<file path="src/hdl/euler_to_quaternion_assert.svh">
// assertion macros for the euler to quaternion block
// no dependencies; included by the top level
`ifndef EULER_TO_QUATERNION_ASSERT_SVH
`define EULER_TO_QUATERNION_ASSERT_SVH
`ifndef ASSERT_OFF
`define E2Q_ASSERT(label, clk, rstn, prop) \
    label: assert property (@(posedge clk) disable iff (!rstn) prop) \
        else $error("e2q property violated");
`define E2Q_NEVER(label, clk, rstn, cond) \
    label: assert property (@(posedge clk) disable iff (!rstn) !(cond)) \
        else $error("e2q forbidden condition");
`else
`define E2Q_ASSERT(label, clk, rstn, prop)
`define E2Q_NEVER(label, clk, rstn, cond)
`endif
`endif

</file>
<file path="src/hdl/e2q_pkg.sv">
// shared constants, types and the arctangent table for the euler to quaternion block
// no dependencies
package e2q_pkg;

    localparam int ANGLE_WIDTH_DEF     = 16;
    localparam int QUAT_WIDTH_DEF      = 16;
    localparam int TRIG_ITERATIONS_DEF = 16;

    localparam int FRAC_SHIFT = 17;
    localparam int CORDIC_W   = 33;
    localparam int TRIG_W     = 23;
    localparam int COMP_W     = 25;
    localparam int SUM_W      = 48;
    localparam int ROOT_W     = 24;
    localparam int LANES      = 4;

    localparam longint PI_Q30      = 64'sd3373259426;
    localparam longint HALF_PI_Q30 = 64'sd1686629713;
    localparam longint ONE_Q30     = 64'sd1073741824;

    localparam logic [31:0] ATAN_TAB [32] = '{
        32'd843314856, 32'd497837829, 32'd263043836, 32'd133525158,
        32'd67021686, 32'd33543515, 32'd16775850, 32'd8388437,
        32'd4194282, 32'd2097149, 32'd1048575, 32'd524287,
        32'd262143, 32'd131071, 32'd65535, 32'd32767,
        32'd16383, 32'd8191, 32'd4095, 32'd2047,
        32'd1023, 32'd511, 32'd255, 32'd127,
        32'd63, 32'd31, 32'd15, 32'd7,
        32'd3, 32'd1, 32'd0, 32'd0
    };

    typedef logic signed [CORDIC_W-1:0] cordic_t;
    typedef logic signed [TRIG_W-1:0]   trig_t;
    typedef logic signed [COMP_W-1:0]   comp_t;
    typedef logic [SUM_W-1:0]           sum_t;

endpackage

</file>
<file path="src/hdl/e2q_sqrt_cell.sv">
// one result bit of the integer square root, components carried alongside
// depends on e2q_pkg
module e2q_sqrt_cell #(
    parameter int STEP = 0
) (
    input  logic                                          aclk,
    input  logic                                          en,
    input  e2q_pkg::sum_t                                 v_in,
    input  e2q_pkg::sum_t                                 r_in,
    input  logic [e2q_pkg::LANES-1:0][e2q_pkg::COMP_W-1:0] q_in,
    output e2q_pkg::sum_t                                 v_reg,
    output e2q_pkg::sum_t                                 r_reg,
    output logic [e2q_pkg::LANES-1:0][e2q_pkg::COMP_W-1:0] q_reg
);
    import e2q_pkg::*;

    localparam sum_t BIT = SUM_W'(1) << (2 * (ROOT_W - 1 - STEP));

    sum_t trial, v_next, r_next;

    always_comb begin
        trial = r_in + BIT;
        if (v_in >= trial) begin
            v_next = v_in - trial;
            r_next = (r_in >> 1) + BIT;
        end else begin
            v_next = v_in;
            r_next = r_in >> 1;
        end
    end

    always_ff @(posedge aclk) begin
        if (en) begin
            v_reg <= v_next;
            r_reg <= r_next;
            q_reg <= q_in;
        end
    end

endmodule

</file>
<file path="config.mk">
export PLATFORM = sky130hd
export DESIGN_NAME = e2q_sqrt_cell
export DESIGN_NICKNAME = d
export VERILOG_FILES = /design/src/hdl/euler_to_quaternion_assert.svh /design/src/hdl/e2q_pkg.sv /design/src/hdl/e2q_sqrt_cell.sv
export SDC_FILE = /design/constraint.sdc
export NUM_CORES = 1
export LEC_CHECK = 0
export BUFFER_PORTS_ARGS = -buffer_cell sky130_fd_sc_hd__buf_4
export CAP_MARGIN = 0
export CORE_AREA = 2 2 151 153
export CTS_CLUSTER_DIAMETER = 40
export DETAILED_ROUTE_END_ITERATION = 6
export DIE_AREA = 0 0 153 155
export GPL_TIMING_DRIVEN = 0
export PLACE_DENSITY = 0.76
export RECOVER_POWER = 25
export SLEW_MARGIN = 20
export SYNTH_ARGS = -nofsm -noshare
export SYNTH_HDL_FRONTEND = slang
export SYNTH_SLANG_ARGS = --single-unit
</file>
<file path="constraint.sdc">
create_clock -name aclk -period 3.05 [get_ports aclk]
set_clock_uncertainty 0.1 [all_clocks]
set_input_delay 0.61 -clock aclk [delete_from_list [all_inputs] [get_ports aclk]]
set_output_delay 0.61 -clock aclk [all_outputs]
set_load 0.1 [all_outputs]
</file>
==> results of run 1 <==
-- stage by stage --
step	cells	hold slack [ns]	instance area, um^2	util, %
finish	1478	0.255	14000	63.1
global route	1478	0.239	14000	63.1
CTS	1464	0.221	13700	61.8
detailed placement	1429	0.689	13000	58.7
global placement	1427	0.688	13000	58.4
floorplan	749	0.609	9670	-
-- Yosys cell counts (2+ instances only) --
master | n | area [um^2]
nand2_1 | 46 | 173
a22oi_1 | 2 | 15.0
o211ai_1 | 4 | 30.0
edfxtp_1 | 196 | 5890
or3_1 | 6 | 37.5
o21bai_1 | 6 | 45.0
clkbuf_1 | 7 | 26.3
and3_1 | 7 | 43.8
nor2b_1 | 10 | 62.6
mux2_2 | 42 | 473
buf_2 | 20 | 100
o21ai_0 | 31 | 155
o211ai_2 | 2 | 25.0
a21oi_1 | 62 | 310
xor2_1 | 18 | 158
inv_1 | 54 | 203
xnor2_1 | 25 | 219
a211o_1 | 2 | 17.5
a31o_1 | 2 | 17.5
nor2_1 | 30 | 113
nand4_1 | 17 | 106
mux2i_1 | 3 | 30.0
o21a_1 | 5 | 37.5
a21o_1 | 19 | 143
nand2b_1 | 7 | 43.8
o21ai_1 | 6 | 30.0
a31oi_1 | 9 | 56.3
nor3_1 | 13 | 65.1
and2_1 | 4 | 25.0
nand3b_1 | 5 | 37.5
nand3_1 | 15 | 75.1
ha_1 | 48 | 601
-- final cells by class --
| type | count | area [um^2] |
|---|---|---|
| plain buffers | 27 | 213 |
| inverters | 54 | 203 |
| repair buffers | 414 | 3120 |
| well taps | 285 | 357 |
| clock inverters | 14 | 183 |
| multi-input cells | 470 | 3640 |
| fillers | 1764 | 8190 |
| clock buffers | 18 | 429 |
| flip-flops and latches | 196 | 5890 |
-- cells by family after synthesis --
logic type	after synthesis	share of synthesized area, %
AO/OA/AOI/OAI	166	10.8
AND/OR/NAND/NOR	167	8.74
multiplexers	45	5.23
adder cells (fa/ha/maj)	49	6.46
flip-flops	196	61.2
buffers and inverters	83	3.59
XOR/XNOR	43	3.92
-- worst max-delay path, delay by kind of cell --
kind                     cells  cell delay (ns)
AO/OA/AOI/OAI                5             0.80
buffers and inverters        4             0.53
AND/OR/NAND/NOR              3             0.45
adder cells (fa/ha/maj)      1             0.39
multiplexers                 1             0.32
-- per-layer routing --
layer	routed length (um)	vias to the layer above
li1	-	3663
met1	11200	3733
met2	15100	323
met3	1890	42
met4	617	0
met5	0	-
-- path summary, 6_finish.rpt --
path | startpoint | endpoint | slack, ns | cells after the start
max | r_in[19] | v_reg[45]$_DFFE_PP_ | 0.03 | 14
min | r_in[9] | r_reg[8]$_DFFE_PP_ | 0.25 | 1
-- power groups by stage --
stage	registers [mW]	clock network, mW	logic [mW]
after floorplan	5.26	0	0.742
after global placement	3.40	0	3.45
after detailed placement	3.40	0	3.49
after CTS	3.35	2.35	3.52
after global routing	3.37	2.44	3.73
final	3.34	2.30	3.59
-- layout by cell type (no fill, tap or decap), types with 11 or more instances in the layout --
cell type  count
buf_4        282
edfxtp_1     196
clkbuf_4     126
a21oi_1       54
inv_1         53
nand2_1       44
ha_1          43
mux2_2        42
nor2_1        28
xnor2_1       25
o21ai_0       25
a21o_1        19
xor2_1        18
nand4_1       17
clkbuf_16     17
nand3_1       15
clkbuf_1      15
buf_6         11
-- timing repair --
| item | 4_1_cts | 5_1_grt |
|---|---|---|
| endpoints found under the setup margin | 50 | 50 |
| pin swaps | 3 | 20 |
| resized for setup | 12 | 68 |
| hold endpoints to repair | 0 | 0 |
| buffers inserted | 4 | 15 |
==> summary.md, run 1 <==
| Metric | Value |
|---|---|
| Combinational power share | between 30 and 40% |
| Clock root buffer | clkbuf_16 |
| DRT Pass-1 Iters | 5 |
| Global route hottest layer | met2 |
| Die Wd | 153 um |
| Fin. max-slew vios | 0 |
| Setup TNS | 0 ns |
| Crit-path max cell delay | 0.39 ns |
| Critical-path cell list | clkbuf_1 > inv_1 > ha_1 > nand4_1 > buf_4 > nor2_2 > a221oi_2 > o21ai_2 > a31oi_4 > a21oi_4 > buf_6 > mux2_2 > a31oi_1 > nand3b_1 |
| Grt ovf | 0 |
| Final Power | about 9 mW |
| CP Launch Type | input port |
| Routability cong. | 0.902 |
| Peak fanout along the critical path | 6 |
| Setup WS post-layout | 0.0285 ns |
| Max frequency | between 300 and 400 MHz |
| Max FFs per register | 100 |
| Met1 GRT Util | 27.5% |
| Top_reg_cell synth | edfxtp_1 |
| Clock-pin slew on the worst setup and hold paths | 0.08 ns |
| Hold_buf cts | 0 |
| RSZ-0062 raised after global routing | true |
| CTS Buf Count | 17 |
| Grt met2 use | a little over two fifths |
| Net Sw Power | 3.90 mW |
| Largest net degree at the start of global routing | 80 |
| DRC | 0 |
| Clock Path Buffers | 2 |
| CP endpoint kind | register |
| Count of cell types in the netlist | slightly below 60 |
| CP max stage cell | ha_1 |
| Avg WL per Cell | 19.5 um |
| P_int | 5.34 mW |
| I/O pin cnt | around 390 |
| Syn nets | 996 |
| Warnings from Yosys | 0 |
| Final hold vios | 0 |
| Routed WL | roughly 29000 um |
| Sequential Power Share | a little over a third |
| Clock sinks | 196 |
| Vias | roughly 7800 |
| Yosys reg bits | between 150 and 200 |
| Final setup viols | 0 |
| Worst slack at placement | -0.609 ns |
| N_diodes | 0 |
| Switching part of the total | around 42% |
| Iter 0 DRT Violations | about 380 |
| Via-per-instance ratio | 5.25 |
| Share of the clock period used by the worst path | 99.1% |
| EDFF count, synth | 196 |
| Core Rows | 55 |
| Register area share after synthesis | 61.2% |
| CP required | 3.13 ns |
| M3 GR Usage | 6.16% |
| Layout cells sized above 1 | 45.5% |
| Antenna-violating nets left | 0 |
| Syn avg cell area | 12.8 um^2 |
| GRT Total Usage | 23.2% |
| Crit Path Category | in -> reg |
| Die Y | roughly 160 um |
| Final HPWL DP | 22300 um |
| Max transition margin | between 60% and 70% |
| Maxcap violations | 0 |
| Die footprint | around 24000 um^2 |
| Number of global-route vias before repair | around 7400 |
| Hold WC Path Type | in -> reg |
| Synth-to-Final Area Change | 46.0% |
| Leakage power | 6.00 nW |
| First-pass GRT wire length | around 43000 um |
| Core region area | about 22000 um^2 |
| # nets final | between 1000 and 1500 |
| H-Tree Level Count | 4 |
| IO Port Bufs | 393 |
| Final Critical Period | a little over 3 ns |
| Mapped Area | 9610 um^2 |
| Post-Syn Instances | about 750 |
| Starting Density | 43.2% |
| Worst vdd rail ir drop | 0.350 mV |
| Clock power frac | 24.9% |
| Initial antenna violation count | 0 |
| Ys async rst share | 0% |
| Arrival time worst endpoint | 3.10 ns |
| P per Cell Area | 658 nW/um^2 |
| CTS tree | built |
| Outcome | completed |
| Worst Tran Pin Value | roughly 0.47 ns |
Note: power is estimated with default switching activity, not from simulation.
==> run 2, diff against run 1 <==
--- a/config.mk
+++ b/config.mk
@@ -5,15 +5,16 @@
 export SDC_FILE = /design/constraint.sdc
 export NUM_CORES = 1
 export LEC_CHECK = 0
+export ABC_AREA = 1
 export BUFFER_PORTS_ARGS = -buffer_cell sky130_fd_sc_hd__buf_4
 export CAP_MARGIN = 0
-export CORE_AREA = 2 2 151 153
+export CORE_UTILIZATION = 46
 export CTS_CLUSTER_DIAMETER = 40
 export DETAILED_ROUTE_END_ITERATION = 6
-export DIE_AREA = 0 0 153 155
 export GPL_TIMING_DRIVEN = 0
-export PLACE_DENSITY = 0.76
+export PLACE_DENSITY = 0.78
 export RECOVER_POWER = 25
+export SETUP_SLACK_MARGIN = 0.2
 export SLEW_MARGIN = 20
 export SYNTH_ARGS = -nofsm -noshare
 export SYNTH_HDL_FRONTEND = slang
==> run 2 against run 1 <==
Critical path depth decreased by 2. Area after synthesis up 15%. Count of clock-buffer cells in the layout did not move. Non-clock buffer count is 32 lower. Flip-flop and latch count stayed put. Largest cell class unchanged.
==> summary.md, run 2 <==
| Metric | Value |
|---|---|
| H-Tree Level Count | 4 |
| Hold WC Path Type | in -> reg |
| Max frequency | 365 MHz |
| Post-synthesis simple-gate area fraction | 25.1% |
| Mapped Area | 11000 um^2 |
| CP top delay family | simple AND/OR/NAND/NOR gates |
| Crit Path Category | in -> reg |
| Synth-to-Final Area Change | 35.4% |
| Post-Syn Instances | 1323 |
| Switching part of the total | around 44% |
| P per Cell Area | 622 nW/um^2 |
| Iter 0 DRT Violations | ~800 |
| CTS tree | built |
| Routability cong. | 0.955 |
| CP dominant cell by count | nand2_1 |
| Max FFs per register | 100 |
| Top cells by area, synth | edfxtp_1, nand2_1, inv_1 |
| Vias | 10100 |
| Post-Synth XOR/XNOR Area | 2.06% |
| I/O pin cnt | about 390 |
| # nets final | 1983 |
| Syn nets | 1570 |
| Die Y | around 160 um |
| Sequential Power Share | 36.1% |
| CP Launch Type | input port |
| Via-per-instance ratio | ~4.9 |
| Ys async rst share | 0% |
| Count of cell types in the netlist | 30 |
| Syn avg cell area | 8.35 um^2 |
| Final hold vios | 0 |
| Adder-cell share of the synthesized area | 5.62% |
| Clock sinks | 196 |
| Worst slack at placement | -0.236 ns |
| Leakage power | 7.65 nW |
| Most frequent cells in the layout | nand2_1, inv_1, buf_4 |
| Core region area | roughly 24000 um^2 |
| Starting Density | a little under half |
| Post-synth top area share | 53.3% |
| EDFF count, synth | 196 |
| N_diodes | 0 |
| CTS Buf Count | 17 |
| Final setup viols | 0 |
| Post-synth top area cell | edfxtp_1 |
| Share of the clock period used by the worst path | between 80% and 90% |
| Die Wd | 157 um |
| Setup WS post-layout | 0.311 ns |
| Fin. max-slew vios | 0 |
| CP max stage cell | ha_1 |
| Outcome | completed |
| CP required | 3.25 ns |
| Arrival time worst endpoint | 2.94 ns |
| P_int | 5.21 mW |
| Yosys reg bits | 196 |
| Maxcap violations | 0 |
| GRT Total Usage | 28.7% |
| Initial antenna violation count | 0 |
| Complex-gate fraction of the synthesized area | 2.49% |
| IO Port Bufs | 393 |
| Most common cell after layout, fill and taps aside | nand2_1 |
| Number of global-route vias before repair | 9767 |
| Final HPWL DP | 29100 um |
| Worst Tran Pin Value | 0.697 ns |
| Worst vdd rail ir drop | 0.379 mV |
| Mux cell area share after synthesis | 0% |
| Synth cell count leaders | nand2_1, inv_1, edfxtp_1 |
| Max transition margin | 53.6% |
| Post-CTS Setup Inserts | 0 |
| Routed WL | 35500 um |
| Avg WL per Cell | 17.2 um |
| Grt ovf | 0 |
| Antenna-violating nets left | 0 |
| Fill cell count | 2103 |
| Combinational power share | 39.7% |
| Net Sw Power | just over 4 mW |
| DRT Pass-1 Iters | 7 |
| Buf/Inv on CP | 3 |
| Die footprint | 24600 um^2 |
| Layout cells sized above 1 | 25.1% |
| Final Critical Period | 2.74 ns |
| DRC | 0 |
| Clock-pin slew on the worst setup and hold paths | 0.09 ns |
| First-pass GRT wire length | 52300 um |
| Register area share after synthesis | between 50% and 60% |
| Critical-path cell list | clkbuf_1 > inv_1 > ha_1 > nand2_1 > nor2_1 > nand2_1 > nor2_1 > nand3_2 > nand4_2 > buf_2 > nand3_1 > nand2_1 |
| RSZ-0062 raised after global routing | false |
| Clock Path Buffers | 2 |
| Final Power | 9.31 mW |
| Combinational family with the most area after synthesis | simple AND/OR/NAND/NOR gates |
| Warnings from Yosys | 0 |
| Largest net degree at the start of global routing | roughly 110 |
| Setup TNS | 0 ns |
| CP endpoint kind | register |
| Core Rows | 56 |
| Top_reg_cell synth | edfxtp_1 |
| Peak fanout along the critical path | 10 |
| Clock power frac | 24.2% |
| Crit-path max cell delay | 0.33 ns |
| Top-count cell post-synth | nand2_1 |
| Clock root buffer | clkbuf_16 |
| Final core occ | 63.6% |
## run 2: cell types whose count changed after synthesis, moves of 23 or more
cell,change
o21ai_0,-31
xnor2_1,-23
nand2_1,+414
mux2_2,-42
nor2_1,+61
nand3_1,+50
inv_1,+245
a21oi_1,-35
## run 2: cell type report
cell class | count | area (um^2) | area share, %
clock buffers | 18 | 429 | 2.87
clock inverters | 14 | 154 | 1.03
repair buffers | 394 | 2910 | 19.5
flip-flops and latches | 196 | 5890 | 39.3
inverters | 308 | 1160 | 7.73
plain buffers | 15 | 108 | 0.719
multi-input cells | 804 | 3920 | 26.2
well taps | 319 | 399 | 2.67
## run 2: layer usage
layer / vias to the layer above / GRT usage, % / share of wire (%)
met4: 0 / 11.5 / 3.3
met5: - / 0 / 0
met2: 377 / 51.3 / 51
li1: 4971 / - / -
met1: 4642 / 34.1 / 39
met3: 63 / 5.04 / 6.6
## run 2: power by group through the flow
stage	combinational (mW)	clock, mW	sequential (mW)
floorplan	0.798	0	5.33
global placement	3.67	0	3.42
detailed placement	3.70	0	3.42
CTS	3.71	2.29	3.36
global route	3.88	2.39	3.38
finish	3.70	2.25	3.36
## run 2: kinds of logic (layout without fill, tap and decap cells)
kind of cell	after synthesis	in the layout
AO/OA/AOI/OAI	54	54
XOR/XNOR	26	26
adder cells (fa/ha/maj)	49	49
buffers and inverters	323	749
flip-flops	196	196
AND/OR/NAND/NOR	675	675
## run 2: worst paths after layout
path,slack [ns],startpoint,to,cells past startpoint
hold / removal,0.26,q_in[86],q_reg[86]$_DFFE_PP_,1
setup / recovery,0.31,r_in[11],v_reg[34]$_DFFE_PP_,12
## run 2: per-stage QoR
stage	hold slack (ns)	area [um^2]	std cells
2_1_floorplan	0.609	11000	1323
3_3_place_gp	0.688	14400	2035
3_5_place_dp	0.689	14400	2036
4_1_cts	0.230	15000	2068
5_1_grt	0.245	15000	2068
6_report	0.261	15000	2068
## run 2: repair_timing
action	CTS	global route
hold buffers	0	0
setup endpoints to repair	0	41
hold endpoints to repair	0	0
gates resized for setup	0	5
==> run 3, diff against run 2 <==
--- a/config.mk
+++ b/config.mk
@@ -5,14 +5,15 @@
 export SDC_FILE = /design/constraint.sdc
 export NUM_CORES = 1
 export LEC_CHECK = 0
-export ABC_AREA = 1
+export ABC_AREA = 0
 export BUFFER_PORTS_ARGS = -buffer_cell sky130_fd_sc_hd__buf_4
 export CAP_MARGIN = 0
-export CORE_UTILIZATION = 46
+export CORE_AREA = 2 2 151 153
 export CTS_CLUSTER_DIAMETER = 40
 export DETAILED_ROUTE_END_ITERATION = 6
+export DIE_AREA = 0 0 153 155
 export GPL_TIMING_DRIVEN = 0
-export PLACE_DENSITY = 0.78
+export PLACE_DENSITY = 0.76
 export RECOVER_POWER = 25
 export SETUP_SLACK_MARGIN = 0.2
 export SLEW_MARGIN = 20
==> run 3 against run 2 <==
Power increased by 2.2%. Flip-flop and latch count unchanged. Worst setup slack got worse by 0.28 ns. Sequential power about the same. Global-route usage decreased by 4.5 points. Largest power group unchanged. Sequential share of layout area increased by 0.31 points. Die area decreased by 3.7%. Highest routed layer unchanged.
==> summary.md, run 3 (synthesized netlist as in run 1, its figures left out) <==
| Metric | Value |
|---|---|
| Outcome | completed |
| Final Critical Period | 3.02 ns |
| Fill cell count | 1704 |
| IO Port Bufs | 393 |
| Die Wd | 153 um |
| Crit Path Category | in -> reg |
| Share of the clock period used by the worst path | 98.9% |
| Max transition margin | 5.28% |
| P per Cell Area | 641 nW/um^2 |
| CTS tree | built |
| Routability cong. | 0.910 |
| Peak fanout along the critical path | 5 |
| Iter 0 DRT Violations | 442 |
| Worst Tran Pin Value | 1.42 ns |
| Die Y | ~160 um |
| Avg WL per Cell | 20.2 um |
| RSZ-0062 raised after global routing | true |
| Starting Density | around 43% |
| GRT Total Usage | about 24% |
| Core region area | 22200 um^2 |
| Final setup viols | 0 |
| Initial antenna violation count | 0 |
| Worst vdd rail ir drop | 0.335 mV |
| Maxcap violations | 0 |
| Final HPWL DP | 22700 um |
| Hold_ws | 0.247 ns |
| Antenna-violating nets left | 0 |
| Routed WL | 30400 um |
| Clock-pin slew on the worst setup and hold paths | 0.08 ns |
| Fin. max-slew vios | 0 |
| Synth-to-Final Area Change | 54.5% |
| H-Tree Level Count | 4 |
| Grt ovf | 0 |
| Most common cell after layout, fill and taps aside | buf_4 |
| Final hold vios | 0 |
| Core Rows | 55 |
| Arrival time worst endpoint | 3.10 ns |
| Vias | 7954 |
| # nets final | ~1500 |
| Die footprint | 23700 um^2 |
| Clock sinks | 196 |
| Setup TNS | 0 ns |
| Leakage power | 6.25 nW |
| I/O pin cnt | 394 |
| Largest net degree at the start of global routing | 90 |
| CTS Buf Count | 17 |
| Via-per-instance ratio | 5.28 |
| Clock root buffer | clkbuf_16 |
| Most frequent cells in the layout | buf_4, edfxtp_1, clkbuf_4 |
| CP Launch Type | input port |
| Layout cells sized above 1 | 51.1% |
| First-pass GRT wire length | 44600 um |
| DRT Pass-1 Iters | 5 |
| CP endpoint kind | register |
| Max frequency | around 330 MHz |
| Clock Path Buffers | 2 |
| Number of global-route vias before repair | between 7000 and 8000 |
| CP required | 3.13 ns |
| Hold WC Path Type | in -> reg |
| N_diodes | 0 |
| DRC | 0 |
| Max FFs per register | 100 |
## run 3: changes by cell type in the layout (fill, tap and decap cells not counted), moves of 20 or more
cell / previous run / this run
ha_1: 48 / 20
nor2_1: 91 / 24
nand3_1: 63 / 13
o21ai_1: 25 / 5
mux2_2: 0 / 27
nand4_1: 37 / 17
xnor2_1: 2 / 25
buf_4: 247 / 289
ha_4: 0 / 21
nand2_1: 459 / 43
a21oi_1: 27 / 50
o21ai_0: 0 / 24
inv_1: 299 / 38
buf_6: 4 / 24
## run 3: cell type report
| class | instances | area, um^2 | area share (%) |
|---|---|---|---|
| timing repair buffer | 440 | 3350 | 22.6 |
| buffer | 29 | 329 | 2.22 |
| sequential | 196 | 5890 | 39.7 |
| tap | 285 | 357 | 2.40 |
| multi-input combinational | 470 | 4090 | 27.6 |
| inverter | 54 | 223 | 1.50 |
| clock inverter | 14 | 175 | 1.18 |
| clock buffer | 18 | 429 | 2.89 |
## run 3: stage by stage
step | cell area (um^2) | cells | util (%) | total power [mW] | setup slack [ns]
2_1_floorplan | 9990 | 749 | - | 6.07 | 0.0592
3_5_place_dp | 13400 | 1429 | 60.1 | 6.98 | -0.540
6_report | 14800 | 1506 | 66.8 | 9.51 | 0.0343
3_3_place_gp | 13300 | 1427 | 59.8 | 6.94 | -0.546
5_1_grt | 14800 | 1506 | 66.8 | 9.83 | 0.0272
4_1_cts | 14400 | 1487 | 64.8 | 9.42 | 0.150
## run 3: layer usage
metal	share of wire [%]	vias up	routed length, um	GRT usage, %
li1	-	3728	-	-
met2	53	340	16100	43.7
met1	39	3837	11800	29.5
met3	6.1	49	1860	4.90
met5	0	-	0	0
met4	2.3	0	714	6.70
## run 3: power by group
group | switching [mW] | internal [mW]
logic | 2.75 | 1.11
registers | 0.0721 | 3.27
clock network | 1.19 | 1.13
total | 4.01 | 5.51
## run 3: path summary, 6_finish.rpt
path	start	endpoint	slack (ns)	depth (start not counted)
worst max-delay path	r_in[2]	v_reg[37]$_DFFE_PP_	0.03	12
worst min-delay path	r_in[15]	r_reg[14]$_DFFE_PP_	0.25	1
## run 3: repair_timing
action / in CTS / in global routing
setup buffers: 26 / 18
hold buffers: 0 / 0
gates resized for setup: 55 / 85
pin swaps: 24 / 35
cloned: 0 / 1
setup endpoints to repair: 50 / 50
## run 3: worst max-delay path: stages
cell      delay, ns
clkbuf_1       0.16
inv_2          0.07
ha_4           0.24
o21a_1         0.18
o31a_1         0.15
a21oi_4        0.28
a22oi_2        0.13
or3_4          0.47
a31oi_4        0.29
nor2_2         0.08
xor2_1         0.17
mux2_4         0.27
